--- config.mk ---
export PLATFORM = sky130hd
export DESIGN_NAME = pot_merge
export DESIGN_NICKNAME = d
export VERILOG_FILES = /design/src/design/pot_pkg.sv /design/src/design/pot_merge.sv
export SDC_FILE = /design/constraint.sdc
export NUM_CORES = 1
export LEC_CHECK = 0
export ABC_AREA = 1
export CORE_MARGIN = 4
export CORE_UTILIZATION = 70
export DETAILED_ROUTE_END_ITERATION = 8
export DONT_BUFFER_PORTS = 1
export HOLD_SLACK_MARGIN = 0.1
export MAX_ROUTING_LAYER = met4
export PLACE_DENSITY = 0.94
export SETUP_SLACK_MARGIN = 0.05
export SYNTH_ARGS = -nofsm -noshare
export SYNTH_HDL_FRONTEND = slang
export SYNTH_SLANG_ARGS = --single-unit
--- constraint.sdc ---
create_clock -name clock -period 7.7 [get_ports clock]
set_input_delay 0.77 -clock clock [delete_from_list [all_inputs] [get_ports clock]]
set_output_delay 0.77 -clock clock [all_outputs]
set_load 0.02 [all_outputs]
--- src/design/pot_pkg.sv ---
// Shared constants, types and arithmetic helpers of the perceptron online trainer.
`default_nettype none

package pot_pkg;

   // Fixed field widths of the item, the result and the registers
   localparam int NUM_INPUTS = 7;
   localparam int DIGIT_W    = 4;
   localparam int W_W        = 32;
   localparam int RATE_W     = 17;
   localparam int RATE_FRAC  = 16;
   localparam int NUM_W      = 24;
   localparam int CNT_OUT_W  = 11;

   // Internal datapath widths
   localparam int PROD_W   = W_W + DIGIT_W;
   localparam int ACC_W    = PROD_W + 4;
   localparam int MAG_W    = DIGIT_W + RATE_W + 1;
   localparam int STEP_W   = 31;
   localparam int NUM_ELEM = NUM_INPUTS + 1;
   localparam int NUM_PAIR = (NUM_ELEM + 1) / 2;
   localparam int NUM_TPAIR = (NUM_INPUTS + 1) / 2;

   // Parameter defaults
   localparam int FRACTION_BITS_DEF = 16;
   localparam int MAX_UPDATES_DEF   = 1024;

   // Register file
   localparam int APB_DW = 32;
   localparam int APB_AW = 3;
   localparam logic [RATE_W-1:0] RATE_RESET   = RATE_W'(6554);
   localparam logic [NUM_W-1:0]  THRESH_RESET = '0;
   localparam logic REG_RATE   = 1'b0;
   localparam logic REG_THRESH = 1'b1;

   // Control of one lane for one cycle
   typedef struct packed {
      logic load;
      logic calc;
      logic apply;
      logic up;
   } lane_ctrl_type;

   // Control of the merging stage
   typedef struct packed {
      logic sum1;
      logic sum2;
   } merge_ctrl_type;

   // What the merging stage found for the current weights
   typedef struct packed {
      logic pred_pos;
      logic label_pos;
   } merge_stat_type;

   // Power of ten used as the place value of a digit
   function automatic logic [NUM_W-1:0] pow10(input int k);
      logic [NUM_W-1:0] p;
      int j;
      p = NUM_W'(1);
      for (j = 0; j < k; j++) begin
         p = NUM_W'(p * NUM_W'(10));
      end
      return p;
   endfunction

   // Add or subtract a positive step and clamp to the signed 32-bit range.
   function automatic logic signed [W_W-1:0] sat_add(
      input logic signed [W_W-1:0] w,
      input logic [STEP_W-1:0]     step,
      input logic                  up
   );
      logic signed [W_W:0] wext;
      logic signed [W_W:0] sext;
      logic signed [W_W:0] sum;
      logic signed [W_W-1:0] res;
      wext = {w[W_W-1], w};
      sext = $signed({{(W_W+1-STEP_W){1'b0}}, step});
      sum  = up ? (wext + sext) : (wext - sext);
      if (sum[W_W] != sum[W_W-1]) begin
         res = sum[W_W] ? {1'b1, {(W_W-1){1'b0}}} : {1'b0, {(W_W-1){1'b1}}};
      end else begin
         res = sum[W_W-1:0];
      end
      return res;
   endfunction

endpackage

`default_nettype wire

--- src/design/pot_merge.sv ---
// Merging stage: two-level registered adder trees for the dot product and the sample number.
`default_nettype none

module pot_merge (
   input  wire logic                                clock,
   input  wire pot_pkg::merge_ctrl_type             ctrl,
   input  wire logic signed [pot_pkg::PROD_W-1:0]   prod [pot_pkg::NUM_INPUTS],
   input  wire logic signed [pot_pkg::W_W-1:0]      bias,
   input  wire logic [pot_pkg::NUM_W-1:0]           term [pot_pkg::NUM_INPUTS],
   input  wire logic [pot_pkg::NUM_W-1:0]           threshold,
   output pot_pkg::merge_stat_type                  stat
);

   logic signed [pot_pkg::ACC_W-1:0] elem        [pot_pkg::NUM_ELEM];
   logic signed [pot_pkg::ACC_W-1:0] dot_pair_in [pot_pkg::NUM_PAIR];
   logic signed [pot_pkg::ACC_W-1:0] dot_pair_ff [pot_pkg::NUM_PAIR];
   logic [pot_pkg::NUM_W-1:0]        num_pair_in [pot_pkg::NUM_TPAIR];
   logic [pot_pkg::NUM_W-1:0]        num_pair_ff [pot_pkg::NUM_TPAIR];
   logic signed [pot_pkg::ACC_W-1:0] dot_total;
   logic [pot_pkg::NUM_W-1:0]        num_total;
   pot_pkg::merge_stat_type          stat_ff;
   pot_pkg::merge_stat_type          stat_in;

   // First level: sums of neighboring lanes, the bias taking the last slot.
   always_comb begin
      for (int i = 0; i < pot_pkg::NUM_INPUTS; i++) begin
         elem[i] = pot_pkg::ACC_W'(prod[i]);
      end
      elem[pot_pkg::NUM_INPUTS] = pot_pkg::ACC_W'(bias);
      for (int p = 0; p < pot_pkg::NUM_PAIR; p++) begin
         if (2 * p + 1 < pot_pkg::NUM_ELEM) begin
            dot_pair_in[p] = elem[2*p] + elem[2*p+1];
         end else begin
            dot_pair_in[p] = elem[2*p];
         end
      end
      for (int p = 0; p < pot_pkg::NUM_TPAIR; p++) begin
         if (2 * p + 1 < pot_pkg::NUM_INPUTS) begin
            num_pair_in[p] = term[2*p] + term[2*p+1];
         end else begin
            num_pair_in[p] = term[2*p];
         end
      end
   end

   // Second level: totals, sign of the weighted sum and the label compare.
   always_comb begin
      dot_total = '0;
      num_total = '0;
      for (int p = 0; p < pot_pkg::NUM_PAIR; p++) begin
         dot_total = dot_total + dot_pair_ff[p];
      end
      for (int p = 0; p < pot_pkg::NUM_TPAIR; p++) begin
         num_total = num_total + num_pair_ff[p];
      end
      stat_in.pred_pos  = !dot_total[pot_pkg::ACC_W-1];
      stat_in.label_pos = (num_total >= threshold);
   end

   always_ff @(posedge clock) begin
      if (ctrl.sum1) begin
         dot_pair_ff <= dot_pair_in;
         num_pair_ff <= num_pair_in;
      end
      if (ctrl.sum2) begin
         stat_ff <= stat_in;
      end
   end

   assign stat = stat_ff;

endmodule

`default_nettype wire

==> impl_summary.log <==
INFO  metric outcome = complete, no violations
INFO  metric max_freq = 235 MHz
INFO  metric detail-route-antenna-nets = 0
INFO  metric final-hold-violation-count = 0
INFO  metric rr_startpoint = num_pair_ff[1]
INFO  metric cpPeakStageDelay = 0.59 ns
INFO  metric syn_to_final_growth = 5.99%
INFO  metric slew_headroom = 0.677
INFO  metric cp_data_required_time = 8.01 ns
INFO  metric criticalPathCategory = reg -> reg
INFO  metric number_of_sinks_on_the_clock_net = 246
INFO  metric chipHeight = 207 um
INFO  metric design.core.area = 38900 sq um
INFO  metric worst_r2r_endpoint = stat[0]
INFO  metric post_synth_fa_ha_maj_area_fraction = 0.226
INFO  metric global_route.usage.total = 0.401
INFO  metric layout_commonest_cell = sky130_fd_sc_hd__nand2_1
INFO  metric synth-seq-area-share = 0.266
INFO  metric tritoncts = built
INFO  metric cts.root.buffer_cell = sky130_fd_sc_hd__clkbuf_16
INFO  metric worstPathMaxFanout = 4
INFO  metric share_of_the_cycle_needed_by_the_critical_path_after_routing = 0.552
INFO  metric drive_above_1_share = 0.0329
INFO  metric number_of_filler_instances_in_the_final_layout = 3035
INFO  metric via_per_inst = 5.88
INFO  metric number_of_search_and_repair_iterations_in_the_first_detailed_routing_pass = 6
INFO  metric most-common-layout-cells = sky130_fd_sc_hd__nand2_1, sky130_fd_sc_hd__inv_1, sky130_fd_sc_hd__nor2_1, sky130_fd_sc_hd__ha_1, sky130_fd_sc_hd__a21oi_1
INFO  metric cts-resized-gates = 0
INFO  metric final_net_count = 4775
INFO  metric placed_cell_area = 28400 sq um
INFO  metric insertion_delay = 0.56 ns
INFO  metric pwr_density_cell = 261 nW/um^2
INFO  metric wirelength = 86.5 mm
INFO  metric post_synth_mux_area_share = 0
INFO  metric drv.max_cap_violation_count = 0
INFO  metric post_cts_hold_buffer_count = 0
INFO  metric syn-instance-count = 3843
INFO  metric drt-initial-drc-count = 2734
INFO  metric cp-startpoint = num_pair_ff[1]
INFO  metric hold_path_startpoint = term[7]
INFO  metric timing_worst_slew_pin_value = 0.480 ns
INFO  metric cts.clk_slew.worst_paths = 0.06 ns
INFO  metric antenna_found_initial = 6
INFO  metric crit_path_launch_type = flop
INFO  metric yosysUniqueCellTypes = 31
INFO  metric gp_routability_congestion = 1.07
INFO  metric start_util = 0.713
INFO  metric die-area = 42900 sq um
INFO  metric wl_per_cell = 19.6 um
INFO  metric reg2regPathDepth = 20
INFO  metric grt_overflow_total = 0
INFO  metric maximum_buffer_depth_of_the_clock_tree = 3
INFO  metric io_pins = 481
INFO  metric cpMaxStageDelayCell = sky130_fd_sc_hd__fa_1
INFO  metric port_buffers = 0
INFO  metric critPathCaptureType = flop
INFO  metric combinational_family_with_the_most_area_after_synthesis = simple AND/OR/NAND/NOR gates
INFO  metric max-vdd-ir-drop = 0.000175 V
INFO  metric cts_inserted_buffers = 27
INFO  metric grt_start_max_net_pins = 245
INFO  metric ff2ff_setup_slack = 3.45 ns
INFO  metric min_period = 4.25 ns
INFO  metric synth_nets = 4746
INFO  metric synth_compound_area_frac = 0.0852
INFO  metric grt_pass1_wl = 134 mm
INFO  metric share_of_synthesized_cell_area_in_and_or_nand_and_nor_gates = 0.283
INFO  metric min-delay-path-class = in -> reg
INFO  metric hold-path-cell-count = 0
INFO  metric die-width = 207 um
INFO  metric count_of_vias_placed_by_the_detailed_router = 26000
INFO  metric timing.critical_path.cells = inv_1 > fa_1 > fa_1 > inv_1 > ha_1 > inv_1 > fa_1 > inv_1 > nand3_1 > nand2_1 > nand2_1 > nand2_1 > nand3_1 > nand4_1 > nand2_1 > ha_1 > a21oi_1 > o21ai_0 > a21oi_1 > nand4_1
INFO  metric number_of_global_route_vias_before_repair = 25400
INFO  metric final_design_area_no_fill = 29400 sq um
INFO  metric final-setup-viol-count = 0
INFO  metric cts_setup_buffers = 0
INFO  metric ys_warn_count = 0
INFO  metric syn-mean-instance-area = 7.22 sq um
INFO  metric slew_violations = 0
INFO  metric synthXorXnorAreaFrac = 0.0439
INFO  metric worst-endpoint-arrival = 4.56 ns
INFO  metric static-leakage-power = 15.3 nW
INFO  metric timing.setup.tns = 0 ns
INFO  metric post-route-drc-count = 0
INFO  metric synth.cell_area = 27800 sq um
INFO  metric hpwlAfterDp = 72.0 mm
INFO  metric rsz0062_at_grt = no
INFO  metric hold_path_end = num_pair_ff[7]
INFO  metric htree_num_levels = 1
INFO  metric clock_skew = 0.0201 ns
INFO  metric synth.ff_latch_count = 246
INFO  metric core.rowCount = 72
-- through the flow --
stage | hold WS, ns | utilization | power [mW] | cells | setup WS (ns)
2_1_floorplan | 0.845 | - | 4.92 | 3843 | 4.09
3_3_place_gp | 0.869 | 0.730 | 5.88 | 4361 | 3.62
3_5_place_dp | 0.869 | 0.730 | 6.06 | 4361 | 3.51
4_1_cts | 0.294 | 0.755 | 7.59 | 4410 | 3.49
5_1_grt | 0.290 | 0.756 | 8.30 | 4416 | 3.18
6_report | 0.292 | 0.756 | 7.67 | 4416 | 3.45
-- flip-flops by register name, summed over array words and instances (netlist names) --
register and flops:
stat 2, dot_pair_ff 148, num_pair_ff 96
-- worst max-delay path, delay by kind of cell (launching register included) --
family	cells	cell delay (ns)
adder cells (fa/ha/maj)	5	1.94
AO/OA/AOI/OAI	3	0.43
AND/OR/NAND/NOR	8	0.94
buffers and inverters	4	0.34
flip-flops	1	0.34
-- cells in the mapped netlist, drive strengths merged --
library cell / number / area share
o21ai: 107 / 0.020
nor3: 69 / 0.013
fa: 127 / 0.092
o211ai: 2 / 0.00054
a21oi: 261 / 0.047
xor2: 96 / 0.030
a21boi: 6 / 0.0016
edfxtp: 246 / 0.27
nand3b: 6 / 0.0016
nor4: 4 / 0.0019
nor2b: 1 / 0.00023
inv: 715 / 0.097
o21bai: 32 / 0.0087
nand3: 183 / 0.037
o21a: 8 / 0.0022
o31ai: 3 / 0.00081
and2: 9 / 0.0020
a21o: 9 / 0.0024
a31oi: 9 / 0.0020
ha: 297 / 0.13
xnor2: 43 / 0.014
nand2: 1234 / 0.17
nand4: 48 / 0.011
nor2: 328 / 0.045
-- cells by family (layout without fill, tap and decap cells) --
logic type	count (synthesis)	in the layout
buffers and inverters	715	764
AOI/OAI and AO/OA	437	437
adders and majority gates	424	424
other	0	6
xor gates and xnor gates	139	139
and+or+nand+nor	1882	1882
DFF	246	246
-- where the power goes --
part | internal, mW | switching (mW)
Sequential | 1.76 | 0.159
Clock | 0.911 | 0.575
Combinational | 1.59 | 2.68
Total | 4.26 | 3.41
-- layout make-up --
class | count | area, sq um | area share
multi-input cells | 2882 | 17700 | 0.601
flip-flops and latches | 246 | 7390 | 0.251
inverters | 715 | 2680 | 0.0912
clock buffers | 29 | 683 | 0.0232
well taps | 518 | 648 | 0.0220
clock inverters | 20 | 315 | 0.0107
diodes | 6 | 15.0 | 0.000510
-- routing by layer --
layer | track usage | vias up | part of all wire
met5 | - | - | 0
met4 | 0.211 | 0 | 0.072
met3 | 0.0641 | 332 | 0.082
met2 | 0.678 | 1406 | 0.48
met1 | 0.461 | 11900 | 0.36
li1 | - | 12400 | -
-- worst max-delay path by stage --
stage | to
floorplan | stat[0]
global placement | stat[0]
detailed placement | stat[0]
CTS | stat[0]
global route | stat[0]
finish | stat[0]
(Power assumes the default switching activity.)
