==> src/design/pot_pkg.sv <==
// Shared constants, types and arithmetic helpers of the perceptron online trainer.
`default_nettype none

package pot_pkg;

   // Fixed field widths of the item, the result and the registers
   localparam int NUM_INPUTS = 7;
   localparam int DIGIT_W    = 4;
   localparam int W_W        = 32;
   localparam int RATE_W     = 17;
   localparam int RATE_FRAC  = 16;
   localparam int NUM_W      = 24;
   localparam int CNT_OUT_W  = 11;

   // Internal datapath widths
   localparam int PROD_W   = W_W + DIGIT_W;
   localparam int ACC_W    = PROD_W + 4;
   localparam int MAG_W    = DIGIT_W + RATE_W + 1;
   localparam int STEP_W   = 31;
   localparam int NUM_ELEM = NUM_INPUTS + 1;
   localparam int NUM_PAIR = (NUM_ELEM + 1) / 2;
   localparam int NUM_TPAIR = (NUM_INPUTS + 1) / 2;

   // Parameter defaults
   localparam int FRACTION_BITS_DEF = 16;
   localparam int MAX_UPDATES_DEF   = 1024;

   // Register file
   localparam int APB_DW = 32;
   localparam int APB_AW = 3;
   localparam logic [RATE_W-1:0] RATE_RESET   = RATE_W'(6554);
   localparam logic [NUM_W-1:0]  THRESH_RESET = '0;
   localparam logic REG_RATE   = 1'b0;
   localparam logic REG_THRESH = 1'b1;

   // Control of one lane for one cycle
   typedef struct packed {
      logic load;
      logic calc;
      logic apply;
      logic up;
   } lane_ctrl_type;

   // Control of the merging stage
   typedef struct packed {
      logic sum1;
      logic sum2;
   } merge_ctrl_type;

   // What the merging stage found for the current weights
   typedef struct packed {
      logic pred_pos;
      logic label_pos;
   } merge_stat_type;

   // Power of ten used as the place value of a digit
   function automatic logic [NUM_W-1:0] pow10(input int k);
      logic [NUM_W-1:0] p;
      int j;
      p = NUM_W'(1);
      for (j = 0; j < k; j++) begin
         p = NUM_W'(p * NUM_W'(10));
      end
      return p;
   endfunction

   // Add or subtract a positive step and clamp to the signed 32-bit range.
   function automatic logic signed [W_W-1:0] sat_add(
      input logic signed [W_W-1:0] w,
      input logic [STEP_W-1:0]     step,
      input logic                  up
   );
      logic signed [W_W:0] wext;
      logic signed [W_W:0] sext;
      logic signed [W_W:0] sum;
      logic signed [W_W-1:0] res;
      wext = {w[W_W-1], w};
      sext = $signed({{(W_W+1-STEP_W){1'b0}}, step});
      sum  = up ? (wext + sext) : (wext - sext);
      if (sum[W_W] != sum[W_W-1]) begin
         res = sum[W_W] ? {1'b1, {(W_W-1){1'b0}}} : {1'b0, {(W_W-1){1'b1}}};
      end else begin
         res = sum[W_W-1:0];
      end
      return res;
   endfunction

endpackage

`default_nettype wire

==> src/design/pot_lane.sv <==
// One lane: holds a weight and a digit, forms the product, place value term and update step.
`default_nettype none

module pot_lane #(
   parameter int FRACTION_BITS = pot_pkg::FRACTION_BITS_DEF,
   parameter int LANE_IDX      = 0
) (
   input  wire logic                          clock,
   input  wire logic                          reset,
   input  wire pot_pkg::lane_ctrl_type        ctrl,
   input  wire logic [pot_pkg::DIGIT_W-1:0]   digit_in,
   input  wire logic [pot_pkg::RATE_W-1:0]    rate,
   output logic signed [pot_pkg::W_W-1:0]     weight,
   output logic signed [pot_pkg::PROD_W-1:0]  prod,
   output logic [pot_pkg::NUM_W-1:0]          term
);

   localparam int SHL = (FRACTION_BITS >= pot_pkg::RATE_FRAC) ?
                        FRACTION_BITS - pot_pkg::RATE_FRAC : 0;
   localparam int SHR = (FRACTION_BITS >= pot_pkg::RATE_FRAC) ?
                        0 : pot_pkg::RATE_FRAC - FRACTION_BITS;
   localparam logic [pot_pkg::NUM_W-1:0] LANE_POW =
      pot_pkg::pow10(pot_pkg::NUM_INPUTS - 1 - LANE_IDX);
   localparam logic signed [pot_pkg::W_W-1:0] W_RESET =
      pot_pkg::W_W'(64'sd1 <<< FRACTION_BITS);

   logic [pot_pkg::DIGIT_W-1:0]          digit_ff;
   logic signed [pot_pkg::W_W-1:0]       weight_ff;
   logic signed [pot_pkg::W_W-1:0]       weight_in;
   logic signed [pot_pkg::PROD_W-1:0]    prod_ff;
   logic signed [pot_pkg::PROD_W-1:0]    prod_in;
   logic [pot_pkg::NUM_W-1:0]            term_ff;
   logic [pot_pkg::NUM_W-1:0]            term_in;
   logic [pot_pkg::STEP_W-1:0]           step_ff;
   logic [pot_pkg::STEP_W-1:0]           step_in;
   logic signed [pot_pkg::PROD_W:0]      mul_full;
   logic [pot_pkg::MAG_W-1:0]            mag;

   // Product of digit and weight, the digit's place value and the update step.
   always_comb begin
      mul_full = $signed({1'b0, digit_ff}) * $signed(weight_ff);
      prod_in  = mul_full[pot_pkg::PROD_W-1:0];
      term_in  = {{(pot_pkg::NUM_W-pot_pkg::DIGIT_W){1'b0}}, digit_ff} * LANE_POW;
      mag      = {{(pot_pkg::MAG_W-pot_pkg::DIGIT_W){1'b0}}, digit_ff} *
                 {{(pot_pkg::MAG_W-pot_pkg::RATE_W-1){1'b0}}, rate, 1'b0};
      step_in  = (pot_pkg::STEP_W'(mag) << SHL) >> SHR;
   end

   // Perceptron rule: move the weight toward the label by the step.
   always_comb begin
      weight_in = weight_ff;
      if (ctrl.apply) begin
         weight_in = pot_pkg::sat_add(weight_ff, step_ff, ctrl.up);
      end
   end

   always_ff @(posedge clock) begin
      if (reset) begin
         weight_ff <= W_RESET;
      end else begin
         weight_ff <= weight_in;
      end
   end

   // Payload registers of the lane.
   always_ff @(posedge clock) begin
      if (ctrl.load) begin
         digit_ff <= digit_in;
      end
      if (ctrl.calc) begin
         prod_ff <= prod_in;
         term_ff <= term_in;
         step_ff <= step_in;
      end
   end

   assign weight = weight_ff;
   assign prod   = prod_ff;
   assign term   = term_ff;

endmodule

`default_nettype wire

==> config.mk <==
export PLATFORM = sky130hd
export DESIGN_NAME = pot_lane
export DESIGN_NICKNAME = d
export VERILOG_FILES = /design/src/design/pot_pkg.sv /design/src/design/pot_lane.sv
export SDC_FILE = /design/constraint.sdc
export NUM_CORES = 1
export LEC_CHECK = 0
export ABC_AREA = 0
export BUFFER_PORTS_ARGS = -buffer_cell sky130_fd_sc_hd__buf_2
export CORE_MARGIN = 5
export CORE_UTILIZATION = 41
export CTS_CLUSTER_SIZE = 12
export DETAILED_ROUTE_END_ITERATION = 8
export PLACE_DENSITY = 0.61
export SLEW_MARGIN = 20
export SYNTH_ARGS = -nofsm -noshare
export SYNTH_HDL_FRONTEND = slang
export SYNTH_SLANG_ARGS = --single-unit
==> constraint.sdc <==
create_clock -name clock -period 12.7 [get_ports clock]
set_input_delay 1.27 -clock clock [delete_from_list [all_inputs] [get_ports clock]]
set_output_delay 1.27 -clock clock [all_outputs]
set_load 0.02 [all_outputs]
==> impl_metrics.json, run 1 <==
{
  "cts_tree": "yes",
  "post_cts_resized": 0,
  "fin_area_um2": 13800,
  "drtPass1Iterations": 5,
  "crit_type": "in -> reg",
  "ir_drop_uv": 89.5,
  "remaining_drc_errors": 0,
  "setup_tns_ns": 0,
  "seqPwrFrac_pct": 25.4,
  "clock.fmax_mhz": 164,
  "synth.avg_cell_area_um2": 8.98,
  "tightest_slew_ns": 0.926,
  "worstHoldStart": "weight[1]",
  "period_share_pct": 48.1,
  "p_switching_uw": 1220,
  "final_hold_viol_count": 0,
  "die_area_um2": 34600,
  "post_cts_buffers": 0,
  "drive_above_1_share_pct": 10.1,
  "drtIter0Drc": 449,
  "endpoint_kind": "register",
  "grt_pass1_vias": 9305,
  "via_per_inst": 4.94,
  "synth_ff_type": "edfxtp_1",
  "worstPathMaxFanout": 30,
  "initial_core_util_pct": 41.5,
  "h-tree-depth": 3,
  "hp-class": "reg -> reg",
  "cp-start-kind": "primary input",
  "p_leak_uw": 0.00689,
  "cts_inserted_buffers": 9,
  "dp_hpwl_um": 21000,
  "netlist_top_cells_area": "edfxtp_1, fa_1, ha_1",
  "netlist.area_leader.share_pct": 18.2,
  "ios": 119,
  "whs_path_depth": 2,
  "combPwrFrac_pct": 64.4,
  "dp_slack_ns": 6.23,
  "worst_clock_skew_ns": 0.0129,
  "outcome": "complete, no violations",
  "synth_area_um2": 12700,
  "clockBufferDepth": 2,
  "synth-edff-count": 77,
  "async_flop_share_pct": 0,
  "wl_met2_um": 12000,
  "instances_no_fill": 1895,
  "ys_seq_area_share_pct": 23.3,
  "cts_sinks": 109,
  "grt.overflow.total": 0,
  "io_buffers": 112,
  "area_growth_pct": 9.10,
  "finalNetCount": 1764,
  "grt_pass1_wl_um": 44400,
  "powerDensity_nw_per_um2": 187,
  "grt_use_total_pct": 15.5,
  "clk_latency_ns": 0.36,
  "num_rows": 64,
  "wl_um": 26100,
  "core_um2": 30600,
  "critPathRequiredTime_ns": 12.96,
  "cts-root-buf": "clkbuf_16",
  "clkTransAtPathRegs_ns": 0.07,
  "n_fill_cell": 2996,
  "die_y_um": 186,
  "power.share.clock_pct": 10.1,
  "top_layer": "met4",
  "vias": 9367,
  "place_area_um2": 13600,
  "yosysMostFrequentCell": "inv_1",
  "worstHoldEndpoint": "weight[1]",
  "rsz0062_at_grt": "no",
  "critPathArrivalTime_ns": 6.37,
  "grt_max_degree": 74,
  "ant_nets": 0,
  "setup_viol": 0,
  "r2r_slack_ns": 6.76,
  "placed_cells_incl_taps": 1878,
  "worst_slack_ns": 6.59,
  "wl_met3_um": 884,
  "synth_seq_cells": 109,
  "synth.distinct_cells": 60,
  "cts-hold-fix-buffers": 0,
  "maxCapViolations": 0,
  "met1_length_um": 12800,
  "syn_inst": 1412,
  "slew_headroom_pct": 38.3,
  "r2r_start": "step_ff[5]",
  "yosys-top-cells-count": "inv_1, and2_1, ha_1",
  "swShare_pct": 47.2,
  "rr_endpoint": "weight[20]",
  "power.internal_uw": 1370,
  "antenna_found_initial": 1,
  "avgRoutedWirePerCell_um": 13.8,
  "synth_warnings": 0,
  "drv_slew": 0,
  "yosys.area.top_type": "edfxtp_1",
  "gp_congestion": 0.888,
  "die_w_um": 186,
  "period_needed_ns": 6.11,
  "r2r_cells": 20
}
==> power by group through the flow <==
stage / Clock, µW / Combinational [µW] / Sequential [µW]
after floorplan: 0 / 1190 / 754
final: 263 / 1670 / 659
after global routing: 289 / 1900 / 677
after CTS: 274 / 1680 / 660
after detailed placement: 0 / 1670 / 669
after global placement: 0 / 1640 / 668
==> registers in the layout, summed over array words and instances, names as in the netlist <==
signal / flops
prod: 36
weight: 32
step_ff: 21
term: 16
digit_ff: 4
==> through the flow <==
step                      total power, µW  utilization (%)  hold slack [ns]
after detailed placement             2340             44.4            0.588
after global routing                 2870             45.2            0.623
after floorplan                      1940                -            0.583
after global placement               2310             44.4            0.580
after CTS                            2620             45.2            0.598
final                                2590             45.2            0.592
==> final cells by class <==
class                           instances  area [µm²]  share of cell area, %
Multi-Input combinational cell       1057        8770                   63.4
Sequential cell                       109        2950                   21.3
Inverter                              197         739                   5.34
Timing Repair Buffer                  119         613                   4.43
Tap cell                              396         495                   3.58
Clock buffer                           11         233                   1.68
Clock inverter                          5        35.0                  0.253
Antenna cell                            1        2.50                 0.0181
==> critical path, stage by stage <==
cell and delay (ns):
buf_2 0.42, mux2_2 0.43, fa_1 0.43, a211o_1 0.35, a21o_1 0.18, o211a_1 0.15, o31ai_1 0.58, o21a_1 0.26
o211a_1 0.18, o21bai_1 0.08, a21oi_1 0.18, xnor2_1 0.14, ha_1 0.28, buf_4 0.22, inv_1 0.13, nand3_1 0.58
a311oi_1 0.48
==> layout by cell type (no fill, tap or decap), drive strengths merged, types with 56 or more instances in the layout <==
master | synthesis | routed
ha | 144 | 144
inv | 197 | 199
edfxtp | 77 | 77
fa | 100 | 100
nor2 | 70 | 70
nand2 | 124 | 124
a21oi | 86 | 86
xnor2 | 56 | 56
and2 | 145 | 145
buf | 11 | 119
==> worst max-delay path by stage <==
stage / start / endpoint / slack, ns / depth (start not counted)
finish: ctrl[0] / weight[20] / 6.59 / 17
global route: step_ff[5] / weight[15] / 6.11 / 20
CTS: ctrl[0] / weight[24] / 6.61 / 17
detailed placement: ctrl[0] / weight[20] / 6.23 / 17
global placement: ctrl[0] / weight[24] / 6.40 / 17
floorplan: ctrl[0] / weight[29] / 7.35 / 17
==> metal layers <==
layer | global-route usage [%] | up-vias
met4 | 3.70 | 0
met1 | 20.9 | 4302
li1 | - | 4906
met3 | 2.03 | 23
met5 | 0 | -
met2 | 26.5 | 136
==> cells by family after synthesis <==
family / after synthesis / synth area share, %
AND/OR/NAND/NOR: 426 / 17.3
AO/OA/AOI/OAI: 277 / 14.4
buffers and inverters: 251 / 7.74
adder cells (fa/ha/maj): 244 / 30.0
flip-flops: 109 / 23.3
XOR/XNOR: 101 / 6.97
multiplexers: 3 / 0.247
other: 1 / 0.0296
(Power assumes the default switching activity.)
==> inputs of run 2 (changes only) <==
PLACE_DENSITY = 0.63   (was 0.61)
clock period = 5 ns   (was 12.7 ns; I/O delays follow)
==> impl_metrics.json, run 2 (synthesis results as in run 1) <==
{
  "outcome": "complete, no violations",
  "power.share.clock_pct": 10.2,
  "layout_common_cells": "inv_1, and2_1, ha_1, nand2_1, buf_2",
  "endpoint_kind": "register",
  "via_per_inst": 5.05,
  "final_hold_viol_count": 0,
  "cp-start-kind": "register",
  "avgRoutedWirePerCell_um": 14.0,
  "critPathRequiredTime_ns": 5.11,
  "maxCapViolations": 0,
  "tightest_slew_ns": 0.915,
  "remaining_drc_errors": 0,
  "grt_max_degree": 57,
  "die_y_um": 186,
  "worstPathMaxFanout": 15,
  "power.internal_uw": 3680,
  "drtPass1Iterations": 5,
  "die_w_um": 186,
  "powerDensity_nw_per_um2": 481,
  "core_um2": 30600,
  "p_leak_uw": 0.00712,
  "p_switching_uw": 3210,
  "vias": 9753,
  "hp-class": "in -> reg",
  "clk_latency_ns": 0.37,
  "dp_hpwl_um": 22100,
  "initial_core_util_pct": 41.5,
  "slew_headroom_pct": 39.0,
  "cts_tree": "yes",
  "drtIter0Drc": 570,
  "antenna_found_initial": 1,
  "cts_inserted_buffers": 9,
  "worst_slack_ns": 0.208,
  "worst_clock_skew_ns": 0.0222,
  "drive_above_1_share_pct": 13.9,
  "num_rows": 64,
  "setup_tns_ns": 0,
  "critPathArrivalTime_ns": 4.90,
  "clock.fmax_mhz": 209,
  "cts_sinks": 109,
  "grt_pass1_vias": 9623,
  "rsz0062_at_grt": "yes",
  "crit_type": "reg -> reg",
  "grt_pass1_wl_um": 45500,
  "combPwrFrac_pct": 65.8,
  "final_common_cell": "inv_1",
  "drv_slew": 0,
  "h-tree-depth": 3,
  "holdWs_ns": 0.312,
  "dp_slack_ns": 0.0945,
  "wl_um": 27000,
  "die_area_um2": 34600,
  "largest_reg_flops": 36,
  "ant_nets": 0,
  "period_share_pct": 95.8,
  "ir_drop_uv": 182,
  "area_growth_pct": 12.8,
  "seqPwrFrac_pct": 24.0,
  "clkTransAtPathRegs_ns": 0.07,
  "grt_use_total_pct": 15.8,
  "period_needed_ns": 4.79,
  "clockBufferDepth": 2,
  "finalNetCount": 1799,
  "cts-root-buf": "clkbuf_16",
  "setup_viol": 0,
  "swShare_pct": 46.6,
  "gp_congestion": 0.839,
  "grt.overflow.total": 0,
  "io_buffers": 112,
  "ios": 119
}
[run 2: cell count changes in the layout (fill, tap and decap cells not counted), sizes merged]
cell    previous run  this run
inv              199       198
clkbuf            11        15
buf              119       151
[run 2: power groups by stage]
stage / registers (µW) / clock network (µW) / logic [µW]
after global placement: 1670 / 0 / 4310
after floorplan: 1910 / 0 / 3020
after global routing: 1700 / 751 / 5140
final: 1650 / 702 / 4530
after detailed placement: 1670 / 0 / 4370
after CTS: 1650 / 721 / 4390
[run 2: final timing paths]
| kind | from | endpoint | slack, ns | cells after the start |
|---|---|---|---|---|
| max | digit_ff[3] | prod[33] | 0.21 | 18 |
| min | digit_in[0] | digit_ff[0] | 0.31 | 1 |
| max reg2reg | digit_ff[3] | prod[33] | 0.21 | 18 |
| min reg2reg | weight[15] | weight[15] | 0.59 | 2 |
[run 2: final cells by class]
class	count	area, µm²
inverters	197	742
multi-input cells	1057	8890
flip-flops and latches	109	2950
clock inverters	4	31.3
clock buffers	12	256
well taps	396	495
fillers	2994	16300
repair buffers	154	935
diodes	1	2.50
[run 2: worst max-delay path, stage by stage (launching register included)]
cell	delay (ns)
edfxtp_1	0.45
buf_6	0.18
buf_4	0.18
and2_1	0.16
ha_1	0.27
inv_1	0.05
fa_1	0.53
inv_1	0.05
fa_1	0.54
ha_2	0.31
a21o_1	0.18
a21o_1	0.17
a21o_1	0.18
and3_1	0.18
a221o_1	0.30
o211a_1	0.27
and3_1	0.23
a211oi_2	0.23
xnor2_1	0.08
[run 2: per-stage QoR]
| step | total power, µW | instances | util [%] | instance area [µm²] |
|---|---|---|---|---|
| global placement | 5980 | 1902 | 44.9 | 13700 |
| finish | 6880 | 1930 | 46.8 | 14300 |
| global route | 7590 | 1929 | 46.8 | 14300 |
| CTS | 6770 | 1918 | 45.9 | 14000 |
| floorplan | 4930 | 1417 | - | 12700 |
| detailed placement | 6040 | 1902 | 44.9 | 13700 |
[run 2: routing by layer]
metal  GRT usage, %  share of wire [%]
met1           21.2                 47
met2           26.7                 47
met3           2.03                3.5
met4           4.78                2.1
met5              0                  0
[run 2: what timing repair did]
item	4_1_cts	5_1_grt
gates resized for setup	0	39
setup buffers	0	10
setup endpoints to repair	0	39
hold endpoints to repair	0	0
hold buffers	0	0
==> inputs of run 3 (changes only) <==
--- a/config.mk
+++ b/config.mk
@@ -10,4 +10,5 @@
 export CORE_MARGIN = 5
 export CORE_UTILIZATION = 41
+export CTS_BUF_LIST = sky130_fd_sc_hd__clkbuf_16
 export CTS_CLUSTER_SIZE = 12
 export DETAILED_ROUTE_END_ITERATION = 8
==> constraint.sdc (replaced) <==
create_clock -name clock -period 5 [get_ports clock]
set_input_delay 0.25 -clock clock [delete_from_list [all_inputs] [get_ports clock]]
set_output_delay 0.25 -clock clock [all_outputs]
set_load 0.02 [all_outputs]
==> impl_metrics.json, run 3 (synthesis results as in run 1) <==
{
  "outcome": "complete, no violations",
  "core_um2": 30600,
  "vias": 9757,
  "period_share_pct": 96.6,
  "cts-root-buf": "clkbuf_16",
  "clk_latency_ns": 0.37,
  "drive_above_1_share_pct": 13.9,
  "placed_cells_incl_taps": 1903,
  "layout_common_cells": "inv_1, and2_1, ha_1, nand2_1, buf_2",
  "clkTransAtPathRegs_ns": 0.08,
  "worstPathMaxFanout": 7,
  "power.total_uw": 6870,
  "crit_type": "reg -> reg",
  "via_per_inst": 5.04,
  "r2r_cells": 23,
  "die_y_um": 186,
  "avgRoutedWirePerCell_um": 14.1,
  "setup_viol": 0,
  "dp_hpwl_um": 22200,
  "h-tree-depth": 3,
  "die_w_um": 186,
  "critPathRequiredTime_ns": 5.24,
  "rsz0062_at_grt": "yes",
  "grt_pass1_vias": 9716,
  "gp_congestion": 0.839,
  "cts_sinks": 109,
  "slew_headroom_pct": 38.8,
  "maxCapViolations": 0,
  "clockBufferDepth": 2,
  "crit_buf_inv": 2,
  "num_rows": 64,
  "ant_nets": 0,
  "io_buffers": 112,
  "cts_tree": "yes",
  "antenna_found_initial": 1,
  "area_growth_pct": 12.5,
  "grt.overflow.total": 0,
  "tightest_slew_ns": 0.917,
  "critPathArrivalTime_ns": 5.07,
  "regArea_um2": 2950,
  "final_hold_viol_count": 0,
  "cpMaxStageDelayCell": "edfxtp_1",
  "worst_clock_skew_ns": 0.0167,
  "whs_path_depth": 1,
  "critPathMaxStageDelay_ns": 0.48,
  "hp-class": "in -> reg",
  "final_util_pct": 46.7,
  "ios": 119,
  "multi_input_area_um2": 8870,
  "endpoint_kind": "register",
  "ir_drop_uv": 171,
  "drv_slew": 0,
  "drtPass1Iterations": 5,
  "grt_pass1_wl_um": 46000,
  "n_fill_cell": 2993,
  "finalNetCount": 1804,
  "p_leak_uw": 0.00711,
  "remaining_drc_errors": 0,
  "wl_um": 27300,
  "die_area_um2": 34600,
  "initial_core_util_pct": 41.5,
  "critPathTopFamily": "simple AND/OR/NAND/NOR gates",
  "clock.fmax_mhz": 207,
  "crit_chain": "nor4_4, nor3b_4, nor4b_4, buf_4, a21oi_1, xor2_1, ha_2, nand3_1, nor2_1, o211a_1, o31ai_2, o21a_1, o211a_1, o21bai_1, a21oi_1, xnor2_1, ha_2, nand2_1, buf_6, nor3_2, nand2_1, mux2i_1, nor3b_2",
  "largest_reg_flops": 36,
  "cts_inserted_buffers": 9,
  "final_common_cell": "inv_1",
  "drtIter0Drc": 514,
  "grt_use_total_pct": 16.0,
  "period_needed_ns": 4.83,
  "grt_max_degree": 74,
  "cts-hold-fix-buffers": 0,
  "cp-start-kind": "register",
  "powerDensity_nw_per_um2": 481,
  "cp.depth": 23,
  "instances_no_fill": 1935
}
## run 3: cell count changes in the layout (fill, tap and decap cells not counted), moves of 2 or more
cell,previous run,this run
buf_8,2,0
ha_1,139,137
buf_4,34,45
inv_2,0,2
a21oi_1,79,82
clkinv_4,2,0
a21oi_2,7,4
ha_2,4,6
clkbuf_8,2,0
## run 3: layer usage
| metal | vias to the layer above | GRT usage [%] | wire length [µm] |
|---|---|---|---|
| li1 | 4972 | - | - |
| met3 | 42 | 1.93 | 957 |
| met2 | 181 | 27.5 | 12900 |
| met1 | 4562 | 20.9 | 12700 |
| met4 | 0 | 5.16 | 647 |
| met5 | - | 0 | 0 |
## run 3: what timing repair did
action | CTS | global route
endpoints found under the setup margin | 0 | 40
resized for setup | 0 | 28
buffers inserted | 0 | 15
endpoints found under the hold margin | 0 | 0
## run 3: worst reg2reg max path: cells and delay by family (launching register included)
| kind | cells | cell delay, ns |
|---|---|---|
| XOR/XNOR | 2 | 0.31 |
| adder cells (fa/ha/maj) | 2 | 0.79 |
| AO/OA/AOI/OAI | 7 | 1.11 |
| AND/OR/NAND/NOR | 9 | 1.52 |
| multiplexers | 1 | 0.16 |
| flip-flops | 1 | 0.48 |
| buffers and inverters | 2 | 0.38 |
## run 3: worst paths after layout
check / slack [ns] / start / to
worst min register to register: 0.59 / weight[20] / weight[20]
worst max register to register: 0.17 / step_ff[3] / weight[30]
worst max-delay path: 0.17 / step_ff[3] / weight[30]
worst min-delay path: 0.06 / digit_in[3] / digit_ff[3]
## run 3: layout make-up
type	count	share of cell area [%]
inverters	197	5.18
flip-flops and latches	109	20.7
multi-input cells	1057	62.1
clock inverters	6	0.298
diodes	1	0.0175
repair buffers	159	6.45
clock buffers	10	1.75
well taps	396	3.47
## run 3: power breakdown
part | leakage [µW] | switching (µW) | total, µW | internal, µW
clock network | 0.000152 | 340 | 713 | 373
logic | 0.00593 | 2600 | 4500 | 1900
registers | 0.00103 | 256 | 1650 | 1400
## run 3: stage by stage
step                cell area (µm²)  setup WS, ns  TNS, ns  hold WS [ns]
global placement              13800         0.199        0         0.430
global route                  14300        -0.111    -1.02        0.0457
floorplan                     12700         0.190        0         0.349
detailed placement            13800        0.0829        0         0.429
finish                        14300         0.170        0        0.0594
CTS                           14000        0.0561        0        0.0391
